## src/sv/addressed_frame_deframer_assert.svh

```systemverilog
// Assertion helpers used by the file that checks this block.
`ifndef ADDRESSED_FRAME_DEFRAMER_ASSERT_SVH
`define ADDRESSED_FRAME_DEFRAMER_ASSERT_SVH

// Same-cycle implication, sampled on the rising clock edge, off during reset.
`define AFD_ASSERT_SAME(label, clk, rst_n, ante, cons) \
    label: assert property (@(posedge clk) disable iff (!rst_n) (ante) |-> (cons)) \
        else $error("afd check failed");

// Next-cycle implication, sampled on the rising clock edge, off during reset.
`define AFD_ASSERT_NEXT(label, clk, rst_n, ante, cons) \
    label: assert property (@(posedge clk) disable iff (!rst_n) (ante) |=> (cons)) \
        else $error("afd check failed");

`endif

```

## src/sv/afd_pkg.sv

```systemverilog
package afd_pkg;

    localparam int unsigned NUM_SOURCES = 8;
    localparam int unsigned CFG_INDEX_W = 2;
    localparam int unsigned CFG_DATA_W  = 64;

    typedef enum logic [2:0] {
        PH_HUNT,
        PH_DEST,
        PH_SRC,
        PH_FUNC,
        PH_LEN1,
        PH_LEN2,
        PH_DATA,
        PH_SUM
    } afd_phase_t;

    typedef enum logic [1:0] {
        KIND_PAYLOAD = 2'd0,
        KIND_GOOD    = 2'd1,
        KIND_BAD     = 2'd2
    } afd_kind_t;

    typedef enum logic [CFG_INDEX_W-1:0] {
        CFG_HEADER  = 2'd0,
        CFG_HOST    = 2'd1,
        CFG_SOURCES = 2'd2
    } afd_cfg_index_t;

    typedef struct packed {
        logic [7:0]  header_byte;
        logic [7:0]  host_address;
        logic [63:0] known_sources;
    } afd_cfg_t;

    typedef struct packed {
        afd_kind_t  kind;
        logic [7:0] payload_byte;
        logic [7:0] payload_index;
        logic [7:0] source_address;
        logic [7:0] function_code;
        logic [7:0] payload_length;
    } afd_result_t;

endpackage

```

## src/sv/afd_in_if.sv

```systemverilog
interface afd_in_if;
    logic       valid;
    logic       ready;
    logic [7:0] rx_byte;

    modport source (output valid, output rx_byte, input ready);
    modport sink (input valid, input rx_byte, output ready);
endinterface

```

## src/sv/afd_out_if.sv

```systemverilog
interface afd_out_if;
    logic       valid;
    logic       ready;
    logic [1:0] result_kind;
    logic [7:0] payload_byte;
    logic [7:0] payload_index;
    logic [7:0] source_address;
    logic [7:0] function_code;
    logic [7:0] payload_length;

    modport source (
        output valid, output result_kind, output payload_byte, output payload_index,
        output source_address, output function_code, output payload_length,
        input ready
    );
    modport sink (
        input valid, input result_kind, input payload_byte, input payload_index,
        input source_address, input function_code, input payload_length,
        output ready
    );
endinterface

```

## src/sv/afd_cfg_regs.sv

```systemverilog
module afd_cfg_regs
    import afd_pkg::*;
(
    input  logic                   clk,
    input  logic                   rst_n,
    input  logic                   cfg_we,
    input  logic [CFG_INDEX_W-1:0] cfg_index,
    input  logic [CFG_DATA_W-1:0]  cfg_data,
    output afd_cfg_t               cfg
);

    afd_cfg_t cfg_reg;
    afd_cfg_t cfg_next;

    always_comb
    begin
        cfg_next = cfg_reg;
        if (cfg_we)
        begin
            case (cfg_index)
                CFG_HEADER:  cfg_next.header_byte   = cfg_data[7:0];
                CFG_HOST:    cfg_next.host_address  = cfg_data[7:0];
                CFG_SOURCES: cfg_next.known_sources = cfg_data;
                default:     cfg_next = cfg_reg;
            endcase
        end
    end

    always_ff @(posedge clk or negedge rst_n)
    begin
        if (!rst_n)
        begin
            cfg_reg <= '0;
        end
        else
        begin
            cfg_reg <= cfg_next;
        end
    end

    assign cfg = cfg_reg;

endmodule

```

## src/sv/afd_in_stage.sv

```systemverilog
module afd_in_stage
    import afd_pkg::*;
(
    input  logic        clk,
    input  logic        rst_n,
    afd_in_if.sink      in_ch,
    input  logic        advance,
    output logic        held_valid,
    output logic [7:0]  held_byte
);

    logic       valid_reg;
    logic       valid_next;
    logic [7:0] byte_reg;
    logic [7:0] byte_next;

    // The register refills whenever it is empty or its item moves on this cycle.
    assign in_ch.ready = !valid_reg || advance;

    always_comb
    begin
        valid_next = valid_reg;
        byte_next  = byte_reg;
        if (in_ch.ready)
        begin
            valid_next = in_ch.valid;
            byte_next  = in_ch.rx_byte;
        end
    end

    always_ff @(posedge clk or negedge rst_n)
    begin
        if (!rst_n)
        begin
            valid_reg <= 1'b0;
        end
        else
        begin
            valid_reg <= valid_next;
        end
    end

    always_ff @(posedge clk)
    begin
        byte_reg <= byte_next;
    end

    assign held_valid = valid_reg;
    assign held_byte  = byte_reg;

endmodule

```

## src/sv/afd_parser.sv

```systemverilog
module afd_parser
    import afd_pkg::*;
(
    input  logic        clk,
    input  logic        rst_n,
    input  afd_cfg_t    cfg,
    input  logic        take,
    input  logic [7:0]  rx_byte,
    output logic        res_valid,
    output afd_result_t res
);

    afd_phase_t phase_reg;
    afd_phase_t phase_next;
    logic [7:0] sum_reg;
    logic [7:0] sum_next;
    logic [7:0] src_reg;
    logic [7:0] src_next;
    logic [7:0] func_reg;
    logic [7:0] func_next;
    logic [7:0] len_reg;
    logic [7:0] len_next;
    logic [7:0] cnt_reg;
    logic [7:0] cnt_next;
    logic       src_known;
    logic [8:0] cnt_plus;

    always_comb
    begin
        src_known = 1'b0;
        for (int k = 0; k < NUM_SOURCES; k++)
        begin
            if (cfg.known_sources[8*k +: 8] == rx_byte)
            begin
                src_known = 1'b1;
            end
        end
    end

    assign cnt_plus = {1'b0, cnt_reg} + 9'd1;

    always_comb
    begin
        phase_next = phase_reg;
        sum_next   = sum_reg;
        src_next   = src_reg;
        func_next  = func_reg;
        len_next   = len_reg;
        cnt_next   = cnt_reg;
        res_valid  = 1'b0;
        res.kind           = KIND_PAYLOAD;
        res.payload_byte   = 8'h00;
        res.payload_index  = 8'h00;
        res.source_address = src_reg;
        res.function_code  = func_reg;
        res.payload_length = len_reg;
        if (take)
        begin
            case (phase_reg)
                PH_HUNT:
                begin
                    if (rx_byte == cfg.header_byte)
                    begin
                        phase_next = PH_DEST;
                    end
                end
                PH_DEST:
                begin
                    if (rx_byte == cfg.host_address)
                    begin
                        sum_next   = rx_byte;
                        phase_next = PH_SRC;
                    end
                    else
                    begin
                        phase_next = PH_HUNT;
                    end
                end
                PH_SRC:
                begin
                    if (src_known)
                    begin
                        src_next   = rx_byte;
                        sum_next   = sum_reg + rx_byte;
                        phase_next = PH_FUNC;
                    end
                    else
                    begin
                        phase_next = PH_HUNT;
                    end
                end
                PH_FUNC:
                begin
                    func_next  = rx_byte;
                    sum_next   = sum_reg + rx_byte;
                    phase_next = PH_LEN1;
                end
                PH_LEN1:
                begin
                    // The first length byte only counts toward the checksum.
                    sum_next   = sum_reg + rx_byte;
                    phase_next = PH_LEN2;
                end
                PH_LEN2:
                begin
                    len_next   = rx_byte;
                    cnt_next   = 8'h00;
                    sum_next   = sum_reg + rx_byte;
                    phase_next = (rx_byte == 8'h00) ? PH_SUM : PH_DATA;
                end
                PH_DATA:
                begin
                    sum_next          = sum_reg + rx_byte;
                    res_valid         = 1'b1;
                    res.kind          = KIND_PAYLOAD;
                    res.payload_byte  = rx_byte;
                    res.payload_index = cnt_reg;
                    if (cnt_plus >= {1'b0, len_reg})
                    begin
                        phase_next = PH_SUM;
                    end
                    else
                    begin
                        cnt_next = cnt_plus[7:0];
                    end
                end
                PH_SUM:
                begin
                    res_valid  = 1'b1;
                    res.kind   = (rx_byte == sum_reg) ? KIND_GOOD : KIND_BAD;
                    phase_next = PH_HUNT;
                end
                default:
                begin
                    phase_next = PH_HUNT;
                end
            endcase
        end
    end

    always_ff @(posedge clk or negedge rst_n)
    begin
        if (!rst_n)
        begin
            phase_reg <= PH_HUNT;
            sum_reg   <= 8'h00;
            src_reg   <= 8'h00;
            func_reg  <= 8'h00;
            len_reg   <= 8'h00;
            cnt_reg   <= 8'h00;
        end
        else
        begin
            phase_reg <= phase_next;
            sum_reg   <= sum_next;
            src_reg   <= src_next;
            func_reg  <= func_next;
            len_reg   <= len_next;
            cnt_reg   <= cnt_next;
        end
    end

endmodule

```

## src/sv/afd_out_stage.sv

```systemverilog
module afd_out_stage
    import afd_pkg::*;
(
    input  logic        clk,
    input  logic        rst_n,
    input  logic        load_valid,
    input  afd_result_t load_res,
    output logic        advance,
    afd_out_if.source   out_ch
);

    logic        valid_reg;
    logic        valid_next;
    afd_result_t res_reg;
    afd_result_t res_next;

    // The stage moves on when its slot is empty or the sink takes the held item.
    assign advance = !valid_reg || out_ch.ready;

    always_comb
    begin
        valid_next = valid_reg;
        res_next   = res_reg;
        if (advance)
        begin
            valid_next = load_valid;
            res_next   = load_res;
        end
    end

    always_ff @(posedge clk or negedge rst_n)
    begin
        if (!rst_n)
        begin
            valid_reg <= 1'b0;
        end
        else
        begin
            valid_reg <= valid_next;
        end
    end

    always_ff @(posedge clk)
    begin
        res_reg <= res_next;
    end

    assign out_ch.valid          = valid_reg;
    assign out_ch.result_kind    = res_reg.kind;
    assign out_ch.payload_byte   = res_reg.payload_byte;
    assign out_ch.payload_index  = res_reg.payload_index;
    assign out_ch.source_address = res_reg.source_address;
    assign out_ch.function_code  = res_reg.function_code;
    assign out_ch.payload_length = res_reg.payload_length;

endmodule

```

## src/sv/addressed_frame_deframer.sv

```systemverilog
// Bytes pass from the input register through the parser into the result register.
// Throughput: one byte per cycle unless the output sink stalls; the input and result
// registers are the only stages, and the parser steps its phase once per byte.
// Reset (rst_n, asynchronous, active low) zeroes the config and parser registers, sets
// the parser to header hunting, and both stages to empty. No clearing pass is needed.
`include "addressed_frame_deframer_assert.svh"

module addressed_frame_deframer
    import afd_pkg::*;
(
    input  logic                   clk,
    input  logic                   rst_n,
    afd_in_if.sink                 in_ch,
    afd_out_if.source              out_ch,
    input  logic                   cfg_we,
    input  logic [CFG_INDEX_W-1:0] cfg_index,
    input  logic [CFG_DATA_W-1:0]  cfg_data
);

    afd_cfg_t    cfg;
    logic        advance;
    logic        held_valid;
    logic [7:0]  held_byte;
    logic        take;
    logic        res_valid;
    afd_result_t res;

    afd_cfg_regs u_cfg (
        .clk       (clk),
        .rst_n     (rst_n),
        .cfg_we    (cfg_we),
        .cfg_index (cfg_index),
        .cfg_data  (cfg_data),
        .cfg       (cfg)
    );

    afd_in_stage u_in (
        .clk        (clk),
        .rst_n      (rst_n),
        .in_ch      (in_ch),
        .advance    (advance),
        .held_valid (held_valid),
        .held_byte  (held_byte)
    );

    assign take = held_valid && advance;

    afd_parser u_parser (
        .clk       (clk),
        .rst_n     (rst_n),
        .cfg       (cfg),
        .take      (take),
        .rx_byte   (held_byte),
        .res_valid (res_valid),
        .res       (res)
    );

    afd_out_stage u_out (
        .clk        (clk),
        .rst_n      (rst_n),
        .load_valid (take && res_valid),
        .load_res   (res),
        .advance    (advance),
        .out_ch     (out_ch)
    );

    `AFD_ASSERT_SAME(a_end_fields_zero, clk, rst_n,
        out_ch.valid && (out_ch.result_kind != KIND_PAYLOAD),
        (out_ch.payload_byte == 8'h00) && (out_ch.payload_index == 8'h00))
    `AFD_ASSERT_SAME(a_index_in_length, clk, rst_n,
        out_ch.valid && (out_ch.result_kind == KIND_PAYLOAD),
        out_ch.payload_index < out_ch.payload_length)
    `AFD_ASSERT_SAME(a_full_blocks_input, clk, rst_n,
        held_valid && out_ch.valid && !out_ch.ready, !in_ch.ready)
    `AFD_ASSERT_NEXT(a_result_loaded, clk, rst_n,
        take && res_valid, out_ch.valid)

endmodule
```

## src/flat_wrapper.sv

```systemverilog
// flat-port wrapper written by rule: the top's interface ports become plain ports
module addressed_frame_deframer_flat import afd_pkg::*;
  (clk, rst_n, cfg_we, cfg_index, cfg_data, in_ch_valid, in_ch_rx_byte, in_ch_ready, out_ch_valid, out_ch_result_kind, out_ch_payload_byte, out_ch_payload_index, out_ch_source_address, out_ch_function_code, out_ch_payload_length, out_ch_ready);
  afd_in_if in_ch_i ();
  afd_out_if out_ch_i ();
  input  logic clk;
  input  logic rst_n;
  input  logic cfg_we;
  input  logic [CFG_INDEX_W-1:0] cfg_index;
  input  logic [CFG_DATA_W-1:0] cfg_data;
  input wire logic [$bits(in_ch_i.valid)-1:0] in_ch_valid;
  input wire logic [$bits(in_ch_i.rx_byte)-1:0] in_ch_rx_byte;
  output wire logic [$bits(in_ch_i.ready)-1:0] in_ch_ready;
  output wire logic [$bits(out_ch_i.valid)-1:0] out_ch_valid;
  output wire logic [$bits(out_ch_i.result_kind)-1:0] out_ch_result_kind;
  output wire logic [$bits(out_ch_i.payload_byte)-1:0] out_ch_payload_byte;
  output wire logic [$bits(out_ch_i.payload_index)-1:0] out_ch_payload_index;
  output wire logic [$bits(out_ch_i.source_address)-1:0] out_ch_source_address;
  output wire logic [$bits(out_ch_i.function_code)-1:0] out_ch_function_code;
  output wire logic [$bits(out_ch_i.payload_length)-1:0] out_ch_payload_length;
  input wire logic [$bits(out_ch_i.ready)-1:0] out_ch_ready;
  assign in_ch_i.valid = in_ch_valid;
  assign in_ch_i.rx_byte = in_ch_rx_byte;
  assign in_ch_ready = in_ch_i.ready;
  assign out_ch_valid = out_ch_i.valid;
  assign out_ch_result_kind = out_ch_i.result_kind;
  assign out_ch_payload_byte = out_ch_i.payload_byte;
  assign out_ch_payload_index = out_ch_i.payload_index;
  assign out_ch_source_address = out_ch_i.source_address;
  assign out_ch_function_code = out_ch_i.function_code;
  assign out_ch_payload_length = out_ch_i.payload_length;
  assign out_ch_i.ready = out_ch_ready;
  addressed_frame_deframer u_core (.clk(clk), .rst_n(rst_n), .in_ch(in_ch_i), .out_ch(out_ch_i), .cfg_we(cfg_we), .cfg_index(cfg_index), .cfg_data(cfg_data));
endmodule
```

## config.mk

```make
export PLATFORM = sky130hd
export DESIGN_NAME = addressed_frame_deframer_flat
export DESIGN_NICKNAME = d
export VERILOG_FILES = /design/src/sv/afd_pkg.sv /design/src/sv/afd_in_if.sv /design/src/sv/afd_out_if.sv /design/src/sv/afd_cfg_regs.sv /design/src/sv/afd_in_stage.sv /design/src/sv/afd_parser.sv /design/src/sv/afd_out_stage.sv /design/src/sv/addressed_frame_deframer.sv /design/src/flat_wrapper.sv
export VERILOG_INCLUDE_DIRS = /design/src /design/src/sv
export SDC_FILE = /design/constraint.sdc
export NUM_CORES = 1
export LEC_CHECK = 0
export ABC_AREA = 1
export BUFFER_PORTS_ARGS = -buffer_cell sky130_fd_sc_hd__buf_2
export CORE_UTILIZATION = 34
export DETAILED_ROUTE_END_ITERATION = 10
export GPL_TIMING_DRIVEN = 0
export HOLD_SLACK_MARGIN = 0.08
export SLEW_MARGIN = 20
export SYNTH_ARGS = -nofsm -noshare
export SYNTH_HDL_FRONTEND = slang
export SYNTH_SLANG_ARGS = --single-unit
```

## constraint.sdc

```tcl
create_clock -name clk -period 4.4 [get_ports clk]
set_input_delay 0.44 -clock clk [delete_from_list [all_inputs] [get_ports clk]]
set_output_delay 0.44 -clock clk [all_outputs]
set_load 0.02 [all_outputs]
```

==> Implementation_results.wiki <==
{| class="wikitable"
! Metric !! Value
|-
| Placement Cell Area || ~9500 sq um
|-
| Transition time of the tightest slew-check pin || slightly above 600 ps
|-
| Vertical extent of the die || ~160 microns
|-
| Die area || 25500 sq um
|-
| Via count of the routed design || 6300
|-
| Data required time of the worst path || between 4000 and 5000 ps
|-
| Util after Layout || 41.5%
|-
| Total clock buffers created by CTS || 17
|-
| Number of maximum-capacitance violations || 0
|-
| Nets in the synthesized netlist || 977
|-
| Area of all sequential standard cells || roughly 4600 sq um
|-
| Number of flops mapped to enable cells by yosys || 50
|-
| Pin count of the biggest net entering global routing || 84
|-
| Most common library cells after synthesis || sky130_fd_sc_hd__nand2_1 (227), sky130_fd_sc_hd__dfrtp_1 (125), sky130_fd_sc_hd__inv_1 (82), sky130_fd_sc_hd__nor2_1 (79)
|-
| TritonCTS clock tree || done
|-
| Max reg flops || 80
|-
| Number of placement rows || 57
|-
| Post-cts hold buffer count || 1
|-
| Final setup fails || 0
|-
| Crit Path Class || reg2reg
|-
| Met3 wire len || 1.22 mm
|-
| Number of cells produced by synthesis || 881
|-
| Unrepaired setup endpoints after global routing || false
|-
| Worst Slack Setup Final || 1600 ps
|-
| Half-perimeter wire length after detailed placement || 14.9 mm
|-
| Standard cell with the maximum stage delay on the critical path || sky130_fd_sc_hd__dfrtp_1
|-
| Hold crit path type || in2reg
|-
| Sum of negative setup slack || 0 ps
|-
| Initial standard-cell utilization of the core || 34.7%
|-
| Largest vdd supply drop || 0.217 mV
|-
| Portion of the clock cycle consumed by the worst path in the final layout || 63.6%
|-
| Distinct cell type count after synthesis || 39
|-
| Outcome || finished, final reports clean
|-
| Number of global-route vias before repair || ~6000
|-
| X dimension of the die || 160 microns
|-
| Static leakage || roughly 5 nW
|-
| Layout Nets || 1121
|-
| Post-CTS setup buffer count || 0
|-
| Fraction of layout cells with a size suffix above 1 || 21.8%
|-
| Largest clock skew in the final design || 10.3 ps
|-
| Startpoint kind of the worst setup timing path || register
|-
| Dpl ws || 1600 ps
|-
| Aggregate routed wire length || 20.5 mm
|-
| Post-layout instance area || 10100 sq um
|-
| Deepest clock path buffer count || 2
|-
| Detail Route met2 WL || a little under 10 mm
|-
| Placed Instances || ~1300
|-
| Share of async-settable or async-resettable flops after synthesis || a little under three quarters
|-
| Sequential element share of the synthesized area || 54.7%
|-
| Worst setup path startpoint || u_core.u_parser.cnt_reg[2]
|-
| Worst endpoint data arrival time || 3110 ps
|-
| Core Box Area || between 20000 and 25000 sq um
|-
| Most common cell type on the critical path || sky130_fd_sc_hd__nand2_1
|-
| Biggest fanout along the worst timing path || 10
|-
| Average via count per standard cell || 4.63
|-
| Worst hold start || in_ch_rx_byte[2]
|-
| Cell at the root of the clock tree || sky130_fd_sc_hd__clkbuf_16
|-
| Dominant synthesized flop cell || sky130_fd_sc_hd__dfrtp_1
|-
| Crit-path leading delay family || simple AND/OR/NAND/NOR gates
|-
| Biggest area consumer among synthesized cells || sky130_fd_sc_hd__dfrtp_1
|-
| Top achievable clock speed || ~0.36 GHz
|-
| Final period demand of the worst path || approximately 2800 ps
|-
| Ant. Diodes || 0
|-
| Cells along the critical path || inv_1 > nor3_1 > nand3_1 > nor2_1 > nand2_1 > xor2_1 > ha_1 > nand4_1 > o21ba_2 > nand3_1 > nand2_1 > nand2_1 > buf_2 > o21ai_0
|-
| Average wire per cell in the routed design || 15.1 microns
|-
| Area delta synth->final || 19.6%
|-
| Top layer used by detailed routing || met4
|-
| Count of final max-slew check failures || 0
|-
| Remaining DRCs || 0
|-
| Number of register bits inferred by synthesis || 175
|-
| Area share of the largest cell type after synthesis || a little under two fifths
|-
| Post-Layout Cell Count || 1362
|-
| Warnings from Yosys || 0
|-
| Summed instance area of the synthesized netlist || 8460 sq um
|-
| Global Route Usage Sum || 16.7%
|-
| Post-cts repair resize count || 0
|-
| Critical path capture point type || register
|-
| Power density over the cells || 444 nW/um^2
|-
| Hold Fails Final Rpt || 0
|-
| Worst path buffer plus inverter count || 2
|-
| Level count of the clock H-tree || 4
|-
| Antenna-violating nets left || 0
|-
| Wire length of the first global-routing pass || about 33 mm
|-
| Cell types occupying the most area after synthesis || sky130_fd_sc_hd__dfrtp_1 (37%), sky130_fd_sc_hd__edfxtp_1 (18%), sky130_fd_sc_hd__nand2_1 (10%), sky130_fd_sc_hd__xnor2_1 (5.0%), sky130_fd_sc_hd__mux2_2 (4.7%)
|-
| Fillers || 2434
|-
| Post-Route M1 WL || a little over 9 mm
|-
| Quantity of I/O buffers inserted on ports || 122
|-
| Clock latency of the later-clocked register in the worst-skew pair || 430 ps
|-
| Global placer's final weighted congestion || 0.883
|-
| Number of antenna violations at the first check in global routing || 0
|-
| Number of sinks on the clock net || approximately 180
|-
| Area occupied by multi-input gates || between 3000 and 4000 sq um
|-
| First DRT Iteration DRCs || 508
|-
| Length of the first detailed-routing pass in iterations || 5
|-
| Max-slew headroom at the worst pin || 58.5%
|-
| Count of boundary I/O pins || 123
|-
| Most frequent cell after synthesis || sky130_fd_sc_hd__nand2_1
|-
| Syn avg cell area || 9.60 sq um
|-
| Sum of overflow across all layers after global routing || 0
|-
| Slowest Stage Delay on Critical Path || 400 ps
|-
| Launch instance of the worst register-to-register path || u_core.u_parser.cnt_reg[2]
|-
| Clock transition time at the flip-flop clock pins of the worst setup and hold paths || around 70 ps
|}
[metrics by stage]
stage               hold WS [ps]  power (mW)
floorplan                    144        2.76
global placement             431        3.01
detailed placement           352        3.03
CTS                          160        4.53
global route                 150        4.75
finish                       180        4.49
[layout make-up]
| type | count | share of cell area, % |
|---|---|---|
| flip-flops and latches | 175 | 45.8 |
| multi-input cells | 589 | 32.7 |
| repair buffers | 125 | 6.70 |
| clock buffers | 20 | 4.32 |
| well taps | 324 | 4.01 |
| inverters | 84 | 3.12 |
| plain buffers | 33 | 2.09 |
| clock inverters | 12 | 1.35 |
[layout by cell type, fill, tap and decap left out, types with 2 or more instances in the layout]
master / netlist / layout
sky130_fd_sc_hd__clkinvlp_4: 0 / 2
sky130_fd_sc_hd__dfrtp_1: 125 / 125
sky130_fd_sc_hd__xnor2_1: 48 / 48
sky130_fd_sc_hd__nor2_1: 79 / 79
sky130_fd_sc_hd__nor3_1: 5 / 5
sky130_fd_sc_hd__clkinv_4: 0 / 3
sky130_fd_sc_hd__ha_1: 16 / 16
sky130_fd_sc_hd__nand2_2: 2 / 3
sky130_fd_sc_hd__a21oi_1: 37 / 37
sky130_fd_sc_hd__buf_6: 6 / 6
sky130_fd_sc_hd__nand4_1: 25 / 25
sky130_fd_sc_hd__edfxtp_1: 50 / 50
sky130_fd_sc_hd__nor2_4: 3 / 3
sky130_fd_sc_hd__nand3_1: 28 / 28
sky130_fd_sc_hd__inv_2: 2 / 2
sky130_fd_sc_hd__nand2_4: 2 / 2
sky130_fd_sc_hd__inv_1: 82 / 82
sky130_fd_sc_hd__nor3b_1: 2 / 2
sky130_fd_sc_hd__o21ai_0: 50 / 50
sky130_fd_sc_hd__buf_2: 12 / 133
sky130_fd_sc_hd__buf_4: 3 / 3
sky130_fd_sc_hd__clkbuf_16: 0 / 17
sky130_fd_sc_hd__inv_6: 0 / 3
sky130_fd_sc_hd__mux2_2: 35 / 35
sky130_fd_sc_hd__nand2_1: 227 / 226
sky130_fd_sc_hd__clkbuf_1: 10 / 13
sky130_fd_sc_hd__buf_12: 1 / 2
sky130_fd_sc_hd__nand3_4: 2 / 2
sky130_fd_sc_hd__bufinv_16: 0 / 2
sky130_fd_sc_hd__xor2_1: 15 / 15
[layer usage]
metal,track usage [%],vias up
met4,5.73,0
met3,3.71,29
li1,-,3148
met5,0,-
met1,22.5,2935
met2,26.7,188
[where the power goes]
part / internal (mW) / switching [mW]
combinational: 0.405 / 0.544
sequential: 1.91 / 0.143
clock: 0.842 / 0.647
[worst reg2reg max path: stages (launching register included)]
cell	delay (ps)
sky130_fd_sc_hd__dfrtp_1	400
sky130_fd_sc_hd__inv_1	70
sky130_fd_sc_hd__nor3_1	300
sky130_fd_sc_hd__nand3_1	180
sky130_fd_sc_hd__nor2_1	120
sky130_fd_sc_hd__nand2_1	70
sky130_fd_sc_hd__xor2_1	170
sky130_fd_sc_hd__ha_1	310
sky130_fd_sc_hd__nand4_1	90
sky130_fd_sc_hd__o21ba_2	230
sky130_fd_sc_hd__nand3_1	90
sky130_fd_sc_hd__nand2_1	50
sky130_fd_sc_hd__nand2_1	230
sky130_fd_sc_hd__buf_2	270
sky130_fd_sc_hd__o21ai_0	110
[cells by family after synthesis]
group / synth area share [%]
AO/OA/AOI/OAI: 5.90
XOR/XNOR: 6.52
adder cells (fa/ha/maj): 2.60
buffers and inverters: 6.23
flip-flops: 54.7
multiplexers: 4.66
AND/OR/NAND/NOR: 19.4
[worst paths after layout]
| kind | cells past startpoint | endpoint | slack, ps |
|---|---|---|---|
| worst max-delay path | 14 | u_core.u_parser.cnt_reg[6] | 1600 |
| min in group asynchronous | 2 | u_core.u_parser.cnt_reg[3] | 480 |
| worst min register to register | 0 | u_core.u_out.out_ch.function_code[0] | 450 |
| worst min-delay path | 1 | u_core.u_in.held_byte[2] | 180 |
| worst max register to register | 14 | u_core.u_parser.cnt_reg[6] | 1600 |
| max in group asynchronous | 3 | u_core.u_cfg.cfg[66] | 3160 |
Note: power is estimated with default switching activity, not from simulation.
